$ cat src/rtl/hwfft_pkg.sv
// Shared types, constants and twiddle functions for the windowed FFT frame block.
// No dependencies.
package hwfft_pkg;

   localparam int SAMPLE_BITS     = 16;
   localparam int DATA_BITS       = 24;
   localparam int BINS_PER_RESULT = 4;
   localparam int PAIRS           = BINS_PER_RESULT / 2;
   localparam int PAIR_BITS       = (PAIRS > 1) ? $clog2(PAIRS) : 1;
   localparam int ADDR_BITS       = 8;
   localparam int HOP_BITS        = 9;

   localparam logic signed [15:0] HAM_A = 16'sd17695;
   localparam logic signed [15:0] HAM_B = 16'sd15073;

   localparam logic signed [15:0] QUARTER_COS [0:64] = '{
      16'sd32767, 16'sd32758, 16'sd32729, 16'sd32679, 16'sd32610, 16'sd32522, 16'sd32413,
      16'sd32286, 16'sd32138, 16'sd31972, 16'sd31786, 16'sd31581, 16'sd31357, 16'sd31114,
      16'sd30853, 16'sd30572, 16'sd30274, 16'sd29957, 16'sd29622, 16'sd29269, 16'sd28899,
      16'sd28511, 16'sd28106, 16'sd27684, 16'sd27246, 16'sd26791, 16'sd26320, 16'sd25833,
      16'sd25330, 16'sd24812, 16'sd24279, 16'sd23732, 16'sd23170, 16'sd22595, 16'sd22006,
      16'sd21403, 16'sd20788, 16'sd20160, 16'sd19520, 16'sd18868, 16'sd18205, 16'sd17531,
      16'sd16846, 16'sd16151, 16'sd15447, 16'sd14733, 16'sd14010, 16'sd13279, 16'sd12540,
      16'sd11793, 16'sd11039, 16'sd10279, 16'sd9512, 16'sd8740, 16'sd7962, 16'sd7180,
      16'sd6393, 16'sd5602, 16'sd4808, 16'sd4011, 16'sd3212, 16'sd2411, 16'sd1608,
      16'sd804, 16'sd0
   };

   typedef struct packed {
      logic signed [SAMPLE_BITS-1:0] sample;
      logic                          restart;
   } req_type;

   typedef struct packed {
      logic [7:0]                  bin_base;
      logic signed [DATA_BITS-1:0] re0;
      logic signed [DATA_BITS-1:0] im0;
      logic signed [DATA_BITS-1:0] re1;
      logic signed [DATA_BITS-1:0] im1;
      logic signed [DATA_BITS-1:0] re2;
      logic signed [DATA_BITS-1:0] im2;
      logic signed [DATA_BITS-1:0] re3;
      logic signed [DATA_BITS-1:0] im3;
      logic                        last_group;
   } rsp_type;

   typedef enum logic [3:0] {
      OP_NONE,
      OP_LD_RD,
      OP_LD_MUL1,
      OP_LD_H,
      OP_LD_MUL2,
      OP_LD_WR,
      OP_BF_RD,
      OP_BF_MUL,
      OP_BF_SUM,
      OP_BF_WA,
      OP_BF_WC,
      OP_OUT_RD,
      OP_OUT_CAP
   } op_type;

   typedef struct packed {
      op_type                 op;
      logic                   ring_wr;
      logic [ADDR_BITS-1:0]   ring_addr;
      logic [ADDR_BITS-1:0]   a_addr;
      logic [ADDR_BITS-1:0]   c_addr;
      logic [7:0]             tw;
      logic [PAIR_BITS-1:0]   pair;
      logic [7:0]             bin_base;
      logic                   last_group;
   } cmd_type;

   function automatic logic signed [15:0] cos_at(input logic [7:0] m);
      logic [7:0] d;
      d = 8'd0;
      if (m <= 8'd64) begin
         return QUARTER_COS[m[6:0]];
      end else if (m <= 8'd128) begin
         d = 8'd128 - m;
         return -QUARTER_COS[d[6:0]];
      end else if (m <= 8'd192) begin
         d = m - 8'd128;
         return -QUARTER_COS[d[6:0]];
      end else begin
         d = 8'd0 - m;
         return QUARTER_COS[d[6:0]];
      end
   endfunction

   function automatic logic signed [15:0] sin_at(input logic [7:0] m);
      return cos_at(m + 8'd192);
   endfunction

endpackage

$ cat src/rtl/hwfft_ctrl.sv
// Controller: fill and hop tracking, hop register, and the frame sequencer.
// Depends on hwfft_pkg; issues commands to hwfft_datapath.
module hwfft_ctrl import hwfft_pkg::*; #(
   parameter int FRAME_POINTS = 256
) (
   input  logic                clock,
   input  logic                reset,
   input  logic                req_valid,
   input  logic                req_restart,
   output logic                req_ready,
   output logic                rsp_valid,
   input  logic                rsp_ready,
   input  logic                csr_wr_en,
   input  logic [HOP_BITS-1:0] csr_wr_data,
   output cmd_type             cmd
);

   localparam int AW     = $clog2(FRAME_POINTS);
   localparam int SW     = $clog2(AW);
   localparam int FW     = $clog2(FRAME_POINTS + 1);
   localparam int GW     = AW - 2;
   localparam int GROUPS = FRAME_POINTS / BINS_PER_RESULT;

   typedef enum logic [2:0] {ST_IDLE, ST_LOAD, ST_BFLY, ST_OREAD, ST_OSHOW} state_type;

   state_type           state_ff;
   logic [2:0]          sub_ff;
   logic [AW-1:0]       cnt_ff;
   logic [SW-1:0]       stage_ff;
   logic [AW-1:0]       wp_ff;
   logic [FW-1:0]       fill_ff;
   logic [HOP_BITS-1:0] hop_ff, hop_len_ff;

   logic                accept, go;
   logic [FW-1:0]       fill_v, fill_in;
   logic [HOP_BITS-1:0] hop_v, hop_in, hop_inc;
   logic [AW-1:0]       half_v, k_v, a_bf, rev_v, a_out;
   logic [PAIR_BITS-1:0] pair_v;

   assign accept    = req_valid && req_ready;
   assign req_ready = (state_ff == ST_IDLE);
   assign rsp_valid = (state_ff == ST_OSHOW);

   always_comb begin
      fill_v  = req_restart ? '0 : fill_ff;
      hop_v   = req_restart ? '0 : hop_ff;
      hop_inc = hop_v + 1'b1;
      go      = 1'b0;
      fill_in = fill_v;
      hop_in  = hop_v;
      if (fill_v < FW'(FRAME_POINTS)) begin
         fill_in = fill_v + 1'b1;
         if (fill_in == FW'(FRAME_POINTS)) begin
            go     = 1'b1;
            hop_in = '0;
         end
      end else if (hop_inc >= hop_len_ff) begin
         go     = 1'b1;
         hop_in = '0;
      end else begin
         hop_in = hop_inc;
      end
   end

   always_comb begin
      half_v = AW'(1) << stage_ff;
      k_v    = cnt_ff & (half_v - 1'b1);
      a_bf   = ((cnt_ff >> stage_ff) << (stage_ff + 1'b1)) | k_v;
      for (int t = 0; t < AW; t++) rev_v[t] = cnt_ff[AW-1-t];
      pair_v = sub_ff[PAIR_BITS:1];
      a_out  = {cnt_ff[GW-1:0], pair_v, 1'b0};

      cmd            = '0;
      cmd.op         = OP_NONE;
      cmd.ring_wr    = accept;
      cmd.ring_addr  = ADDR_BITS'(wp_ff);
      cmd.pair       = pair_v;
      cmd.bin_base   = 8'({cnt_ff[GW-1:0], 2'b00});
      cmd.last_group = (cnt_ff == AW'(GROUPS - 1));
      unique case (state_ff)
         ST_IDLE: cmd.op = OP_NONE;
         ST_LOAD: begin
            cmd.ring_addr = ADDR_BITS'(wp_ff + cnt_ff);
            cmd.a_addr    = ADDR_BITS'(rev_v);
            cmd.tw        = 8'(8'(cnt_ff) << (8 - AW));
            unique case (sub_ff)
               3'd0:    cmd.op = OP_LD_RD;
               3'd1:    cmd.op = OP_LD_MUL1;
               3'd2:    cmd.op = OP_LD_H;
               3'd3:    cmd.op = OP_LD_MUL2;
               default: cmd.op = OP_LD_WR;
            endcase
         end
         ST_BFLY: begin
            cmd.a_addr = ADDR_BITS'(a_bf);
            cmd.c_addr = ADDR_BITS'(a_bf | half_v);
            cmd.tw     = 8'(8'(k_v) << (7 - int'(stage_ff)));
            unique case (sub_ff)
               3'd0:    cmd.op = OP_BF_RD;
               3'd1:    cmd.op = OP_BF_MUL;
               3'd2:    cmd.op = OP_BF_SUM;
               3'd3:    cmd.op = OP_BF_WA;
               default: cmd.op = OP_BF_WC;
            endcase
         end
         ST_OREAD: begin
            cmd.a_addr = ADDR_BITS'(a_out);
            cmd.c_addr = ADDR_BITS'(a_out | AW'(1));
            cmd.op     = sub_ff[0] ? OP_OUT_CAP : OP_OUT_RD;
         end
         default: cmd.op = OP_NONE;
      endcase
   end

   always_ff @(posedge clock) begin
      if (reset) begin
         state_ff   <= ST_IDLE;
         sub_ff     <= '0;
         cnt_ff     <= '0;
         stage_ff   <= '0;
         wp_ff      <= '0;
         fill_ff    <= '0;
         hop_ff     <= '0;
         hop_len_ff <= HOP_BITS'(128);
      end else begin
         if (csr_wr_en) hop_len_ff <= csr_wr_data;
         unique case (state_ff)
            ST_IDLE: begin
               if (accept) begin
                  wp_ff   <= wp_ff + 1'b1;
                  fill_ff <= fill_in;
                  hop_ff  <= hop_in;
                  if (go) begin
                     state_ff <= ST_LOAD;
                     sub_ff   <= '0;
                     cnt_ff   <= '0;
                  end
               end
            end
            ST_LOAD: begin
               if (sub_ff == 3'd4) begin
                  sub_ff <= '0;
                  cnt_ff <= cnt_ff + 1'b1;
                  if (cnt_ff == AW'(FRAME_POINTS - 1)) begin
                     state_ff <= ST_BFLY;
                     stage_ff <= '0;
                  end
               end else begin
                  sub_ff <= sub_ff + 1'b1;
               end
            end
            ST_BFLY: begin
               if (sub_ff == 3'd4) begin
                  sub_ff <= '0;
                  if (cnt_ff == AW'(FRAME_POINTS / 2 - 1)) begin
                     cnt_ff <= '0;
                     if (stage_ff == SW'(AW - 1)) state_ff <= ST_OREAD;
                     else stage_ff <= stage_ff + 1'b1;
                  end else begin
                     cnt_ff <= cnt_ff + 1'b1;
                  end
               end else begin
                  sub_ff <= sub_ff + 1'b1;
               end
            end
            ST_OREAD: begin
               if (sub_ff == 3'(2 * PAIRS - 1)) begin
                  state_ff <= ST_OSHOW;
                  sub_ff   <= '0;
               end else begin
                  sub_ff <= sub_ff + 1'b1;
               end
            end
            default: begin
               if (rsp_ready) begin
                  if (cnt_ff == AW'(GROUPS - 1)) begin
                     state_ff <= ST_IDLE;
                     cnt_ff   <= '0;
                  end else begin
                     state_ff <= ST_OREAD;
                     cnt_ff   <= cnt_ff + 1'b1;
                  end
               end
            end
         endcase
      end
   end

   a_frame_start: assert property (@(posedge clock) disable iff (reset)
      !$past(reset) && $past(state_ff == ST_IDLE) && state_ff == ST_LOAD |-> $past(req_valid))
      else $error("frame started without a transaction");

   a_fill_bound: assert property (@(posedge clock) disable iff (reset)
      fill_ff <= FW'(FRAME_POINTS))
      else $error("fill count past frame length");

   a_rsp_hold: assert property (@(posedge clock) disable iff (reset)
      rsp_valid && !rsp_ready |=> rsp_valid && $stable(cnt_ff))
      else $error("result group dropped");

endmodule

$ cat config.mk
export PLATFORM = sky130hd
export DESIGN_NAME = hwfft_ctrl
export DESIGN_NICKNAME = d
export VERILOG_FILES = /design/src/rtl/hwfft_pkg.sv /design/src/rtl/hwfft_ctrl.sv
export SDC_FILE = /design/constraint.sdc
export NUM_CORES = 1
export LEC_CHECK = 0
export BUFFER_PORTS_ARGS = -buffer_cell sky130_fd_sc_hd__buf_4
export CAP_MARGIN = 20
export CORE_MARGIN = 4
export CORE_UTILIZATION = 54
export CTS_CLUSTER_DIAMETER = 40
export DETAILED_ROUTE_END_ITERATION = 16
export GPL_TIMING_DRIVEN = 0
export HOLD_SLACK_MARGIN = 0.05
export PLACE_DENSITY = 0.83
export SLEW_MARGIN = 20
export SYNTH_ARGS = -nofsm -noshare
export SYNTH_HDL_FRONTEND = slang
export SYNTH_SLANG_ARGS = --single-unit
$ cat constraint.sdc
create_clock -name clock -period 3.8 [get_ports clock]
set_clock_uncertainty 0.05 [all_clocks]
set_input_delay 0.38 -clock clock [delete_from_list [all_inputs] [get_ports clock]]
set_output_delay 0.38 -clock clock [all_outputs]
set_load 0.02 [all_outputs]
# ---- After elaboration in Yosys (flattened, before gate mapping)
# Cells that the tools add are included.
dict set report totals {
  ff_bits 52
  wordCells 109
  in_bits 15
  out_inout_bits 49
}
dict set report op_classes {
  bitwise 4
  n_eq_ne 22
  addsub 9
  shift 4
  n_lt_le_gt_ge 2
  n_reduce_logical 13
  muxes 47
}
# cell n
set op_table {}
lappend op_table {{8-bit two-way mux} 8}
lappend op_table {{3-bit two-way mux} 19}
lappend op_table {{9-bit two-way mux} 6}
lappend op_table {{8-bit case mux with 2 select lines} 2}
lappend op_table {{8-bit case mux with 4 select lines} 1}
lappend op_table {{8-bit by 32-bit << shifter with 8-bit output} 1}
lappend op_table {{3-bit case mux with 4 select lines} 2}
lappend op_table {{8-bit case mux with 3 select lines} 1}
lappend op_table {{9-bit by 1-bit adder with 9-bit output, second input constant} 2}
lappend op_table {{8-bit by 1-bit adder with 8-bit output, second input constant} 2}
lappend op_table {{8-bit bitwise OR} 2}
lappend op_table {{4-bit case mux with 4 select lines} 1}
lappend op_table {{2-bit != test, second input constant} 7}
lappend op_table {{3-bit by 2-bit equality test with 1-bit output, second input constant} 4}
lappend op_table {{4-bit case mux with 3 select lines} 1}
lappend op_table {{6-bit AND reduction} 2}
lappend op_table {{3-bit equality test, second input constant} 3}
lappend op_table {{9-bit equality test, second input constant} 1}
lappend op_table {{9-bit >= comparator} 1}
lappend op_table {{9-bit less-than comparator, second input constant} 1}
lappend op_table {{3-bit case mux with 3 select lines} 1}
lappend op_table {{9-bit AND reduction} 1}
lappend op_table {{8-bit adder} 1}
lappend op_table {{8-bit bitwise AND} 1}
lappend op_table {{other kinds (24)} 30}

# ---- Depth between registers and ports, before layout
dict set report depth {
  depth_word 8
  depth_mapped 17
}

# ---- Worst setup path after synthesis
# OpenSTA, ideal clock, no wires.
dict set report synth_path {
  kind {input-to-reg}
  startpoint {in req_restart}
  endpoint {reg cnt_ff[1]}
  arrival_time_ps 3445
  setup_slack_ps 235
  path_stages 17
  path_buffers 4
  cell_sequence {buf_2 > clkbuf_1 > clkbuf_1 > nor2b_1 > ha_1 > nand4_1 > xor2_1 > nor2_1 > ha_1 > nand3_1 > nor3_1 > a211oi_1 > a21boi_0 > o211ai_1 > buf_2 > or3_1 > a21oi_1}
}
dict set report synth_between {
  elab_chain_cells 7
  elab_cells_between_ends 12
}
# item line
set synth_rtl {}
lappend synth_rtl {{start: declaration} hwfft_ctrl.sv:9} ;# input logic req_restart,
lappend synth_rtl {{9-bit two-way mux (on tied branches)} {hwfft_ctrl.sv:46, hwfft_ctrl.sv:45}}
lappend synth_rtl {{9-bit by 1-bit adder with 9-bit output (on tied branches)} {hwfft_ctrl.sv:47, hwfft_ctrl.sv:52}}
lappend synth_rtl {{9-bit >= comparator or 9-bit equality test (tied branches)} {hwfft_ctrl.sv:57, hwfft_ctrl.sv:53}}
lappend synth_rtl {{1-bit two-way mux (on tied branches)} {hwfft_ctrl.sv:57, hwfft_ctrl.sv:53}}
lappend synth_rtl {{1-bit two-way mux (*)} hwfft_ctrl.sv:51} ;# if (fill_v < FW'(FRAME_POINTS)) begin
lappend synth_rtl {{2-bit by 1-bit != test with 1-bit output (no line) (*)} n/a}
lappend synth_rtl {{6-bit AND reduction (no line) (*)} n/a}
lappend synth_rtl {{end signal: assignment} hwfft_ctrl.sv:143} ;# cnt_ff <= cnt_ff + 1'b1;
lappend synth_rtl {{end signal: assignment} hwfft_ctrl.sv:160} ;# cnt_ff <= cnt_ff + 1'b1;
lappend synth_rtl {{end signal: assignment} hwfft_ctrl.sv:181} ;# cnt_ff <= cnt_ff + 1'b1;
lappend synth_rtl {{end: declaration} hwfft_ctrl.sv:28} ;# logic [AW-1:0] cnt_ff;
# Mark *: on every way between the ends. The rest lies on a longest branch, timed or not.
# A chain may end at the register's enable or synchronous reset.

==> out/summary.txt <==
Status -> finished, final reports clean
Routability cong. -> 0.949
Final HPWL DP -> 10500 um
WHS Endpoint -> hop_len_ff[7]$_SDFFE_PP1P_
Slew Viols, Final -> 0
Synthesized cell area -> 4780 um^2
TritonCTS clock tree -> yes
Grt total ovfl -> 0
Met1 WL -> 5690 um
Layout cells sized above 1 -> 17.4%
Top Ports -> 64
Post-layout min period -> 3.71 ns
Clk slew on worst S/H paths -> 0.10 ns
Post-route cell area -> 5510 um^2
Clk_lat worst skew -> 0.32 ns
Leak -> 2.32 nW
CTS Buffer Depth -> 2
Main synth FF type -> dfxtp_1
Via count -> 5068
Post-layout util -> 63.5%
Worst slack at placement -> -0.469 ns
Final ANT Viol Nets -> 0
Hold path cells -> 3
CP max stage delay -> 0.49 ns
Violation count after the first detailed-routing iteration -> 357
Clock power share -> 19.3%
Reg-to-Reg End -> cnt_ff[1]$_SDFFE_PP0P_
Hold Slack -> 0.245 ns
Final-layout fill cell count -> 789
Crit end category -> output pin
Synth area leader -> dfxtp_1
Top sig layer -> met4
Final setup margin -> 0.0869 ns
Die Y -> 102 um
CP max FO -> 10
WP data arrival -> 3.28 ns
Initial antenna violation count -> 0
Total power -> 1.70 mW
Final setup fails -> 0
Switching share of power -> 41.2%
Rel. slew slack -> 57.8%
Post-synth ARST share -> 0%
Library cells used by synthesis -> 70
YS warnings -> 0
Final TNS setup -> 0 ns
I/O Buffers -> 58
First-pass GRT wire length -> 22100 um
Reg power frac -> 36.8%
Seq cells post-synth -> 52
CP most frequent cell -> o21ai_1
Htree depth -> 2
Total GRT Usage -> 26.1%
Clock sink total -> 52
DRC -> 0
Syn Area/Cell -> 7.50 um^2
TritonCTS buffer count -> 5
Met2 wire length -> 6700 um
Hold Vio Cnt, Final -> 0
Post-synthesis sequential area ratio -> 21.8%
Hold crit path type -> primary input to flip-flop
Area contributors post-synth -> dfxtp_1, ha_1, mux2i_1
Pint -> 0.998 mW
Vias in the first global route -> 4739
Root Buffer -> clkbuf_8
CP Class -> flip-flop to output pin
DRT Pass-1 Iters -> 6
Required @ worst endpoint -> 3.37 ns
Total core area -> 8680 um^2
Top cell type's share of synthesized area -> 21.8%
Via density -> 6.22
Initial Util -> 55.1%
Wire per inst -> 16.9 um
Switching pwr -> 0.699 mW
FP Rows -> 34
Worst vdd ir -> 0.000264 V
PwrDens -> 308 nW/um^2
Post-synth EDFFs -> 0
Die area -> 10400 um^2
Fmax -> 269 MHz
Worst-Margin Slew -> 0.633 ns
Comb pwr share -> 43.9%
Critical Path Start Type -> flip-flop
Die W -> 102 um
Min-delay src -> csr_wr_data[7]
FF-to-FF Start -> hop_ff[2]$_SDFFE_PP0P_
MaxCap Viol Count -> 0
Routed wire length -> 13800 um
CTS hold repair buffers -> 0
Tcrit/Tclk final -> 97.7%
Ant diodes -> 0
R2R Setup Slk -> 0.50 ns
Largest net degree at the start of global routing -> 18
DP Cell Count -> 805
R2r worst-path depth -> 14
CP cell instances -> clkbuf_4, clkinvlp_4, ha_1, nand2b_1, o311a_1, o21ai_1, o31ai_1, o21ai_1, nand2_1, a21o_1, buf_4
Gate Count Post-Synth -> 638
Synth-to-Final Area Change -> 15.2%
Met3 wire len -> 1060 um
Final #Nets -> 756
Non-filler cells, final -> 815
Slowest-stage cell, CP -> dfxtp_1
Placed instance area -> 5360 um^2
## power by group through the flow
stage | clock, mW | sequential, mW | combinational [mW]
2_1_floorplan | 0 | 0.624 | 0.533
3_3_place_gp | 0 | 0.633 | 0.712
3_5_place_dp | 0 | 0.635 | 0.732
4_1_cts | 0.332 | 0.623 | 0.735
5_1_grt | 0.351 | 0.630 | 0.825
6_report | 0.327 | 0.624 | 0.745
## metal layers
layer | up-vias | track usage, %
met5 | - | 0
met3 | 36 | 3.75
met2 | 223 | 44.8
met4 | 0 | 8.27
met1 | 2401 | 33.8
li1 | 2408 | -
## what timing repair did
action                     in CTS  in global routing
gates resized for setup         6                 12
setup endpoints to repair      17                 25
setup buffers                   0                  5
pin swaps                       0                  1
## layout make-up
type	count	area, um^2	area share, %
clock buffer	5	68.8	1.25
timing repair buffer	63	473	8.58
inverter	28	109	1.98
clock inverter	3	21.3	0.386
buffer	52	259	4.70
tap	108	135	2.45
multi-input combinational	504	3400	61.7
sequential	52	1040	18.9
## how the worst max path moves through the flow
| stage | cells past startpoint | startpoint | slack [ns] | end |
|---|---|---|---|---|
| floorplan | 17 | req_restart | 0.23 | cnt_ff[1]$_SDFFE_PP0P_ |
| global placement | 17 | req_restart | -0.36 | cnt_ff[0]$_SDFFE_PP0P_ |
| detailed placement | 17 | req_restart | -0.47 | cnt_ff[1]$_SDFFE_PP0P_ |
| CTS | 17 | req_restart | 0.04 | cnt_ff[1]$_SDFFE_PP0P_ |
| global route | 17 | req_restart | -0.02 | cnt_ff[4]$_SDFFE_PP0P_ |
| finish | 11 | stage_ff[2]$_SDFFE_PP0P_ | 0.09 | cmd[24] |
## registers in the layout, indices dropped and copies added (netlist names)
register	flops
fill_ff	9
hop_ff	9
state_ff	3
sub_ff	3
stage_ff	3
hop_len_ff	9
cnt_ff	8
wp_ff	8
## layout by cell type (no fill, tap or decap), types with 5 or more instances in the layout
cell and n:
a211oi_1 5, a21o_1 7, a21oi_1 38, a22o_1 10
a22oi_1 6, a31oi_1 5, and2_1 6, buf_1 8
buf_2 13, buf_4 74, clkbuf_1 17, clkbuf_8 5
dfxtp_1 51, ha_1 31, inv_1 25, mux2i_1 30
nand2_1 60, nand2b_1 11, nand3_1 26, nand4_1 7
nor2_1 60, nor2b_1 15, nor3_1 18, o211ai_1 11
o21ai_0 45, or3_1 9, xnor2_1 10, xor2_1 15
## logic make-up (layout without fill, tap and decap cells)
| logic type | count (synthesis) | after routing | synth area share [%] |
|---|---|---|---|
| simple gates | 238 | 238 | 24.8 |
| compound gates | 169 | 169 | 23.9 |
| buf+inv | 83 | 151 | 7.69 |
| flops | 52 | 52 | 21.8 |
| fa+ha+maj | 35 | 35 | 9.31 |
| mux | 35 | 35 | 7.92 |
| xor+xnor | 25 | 25 | 4.58 |
| other cells | 1 | 2 | 0.0784 |
## synth_stat cells (all sizes together) (2+ instances only)
| cell type | instances |
|---|---|
| a211o | 3 |
| a211oi | 5 |
| a21boi | 2 |
| a21o | 7 |
| a21oi | 40 |
| a221oi | 2 |
| a22o | 10 |
| a22oi | 6 |
| a2bb2oi | 4 |
| a31oi | 5 |
| a32oi | 4 |
| and2 | 6 |
| and3 | 6 |
| buf | 31 |
| clkbuf | 24 |
| dfxtp | 52 |
| ha | 34 |
| inv | 28 |
| mux2 | 3 |
| mux2i | 30 |
| mux4 | 2 |
| nand2 | 61 |
| nand2b | 11 |
| nand3 | 27 |
| nand4 | 7 |
| nand4b | 2 |
| nor2 | 60 |
| nor2b | 15 |
| nor3 | 20 |
| nor3b | 3 |
| nor4 | 2 |
| o211ai | 12 |
| o21a | 4 |
| o21ai | 48 |
| o22ai | 3 |
| o311ai | 2 |
| o31ai | 2 |
| or3 | 10 |
| or3b | 2 |
| or4 | 4 |
| xnor2 | 10 |
| xor2 | 15 |
## worst max-delay path, delay by kind of cell (launching register included)
family | cells | cell delay (ns)
adders and majority gates | 1 | 0.33
buffers and inverters | 3 | 0.65
and+or+nand+nor | 2 | 0.34
AOI/OAI and AO/OA | 5 | 1.16
DFF | 1 | 0.49
(Power assumes the default switching activity.)
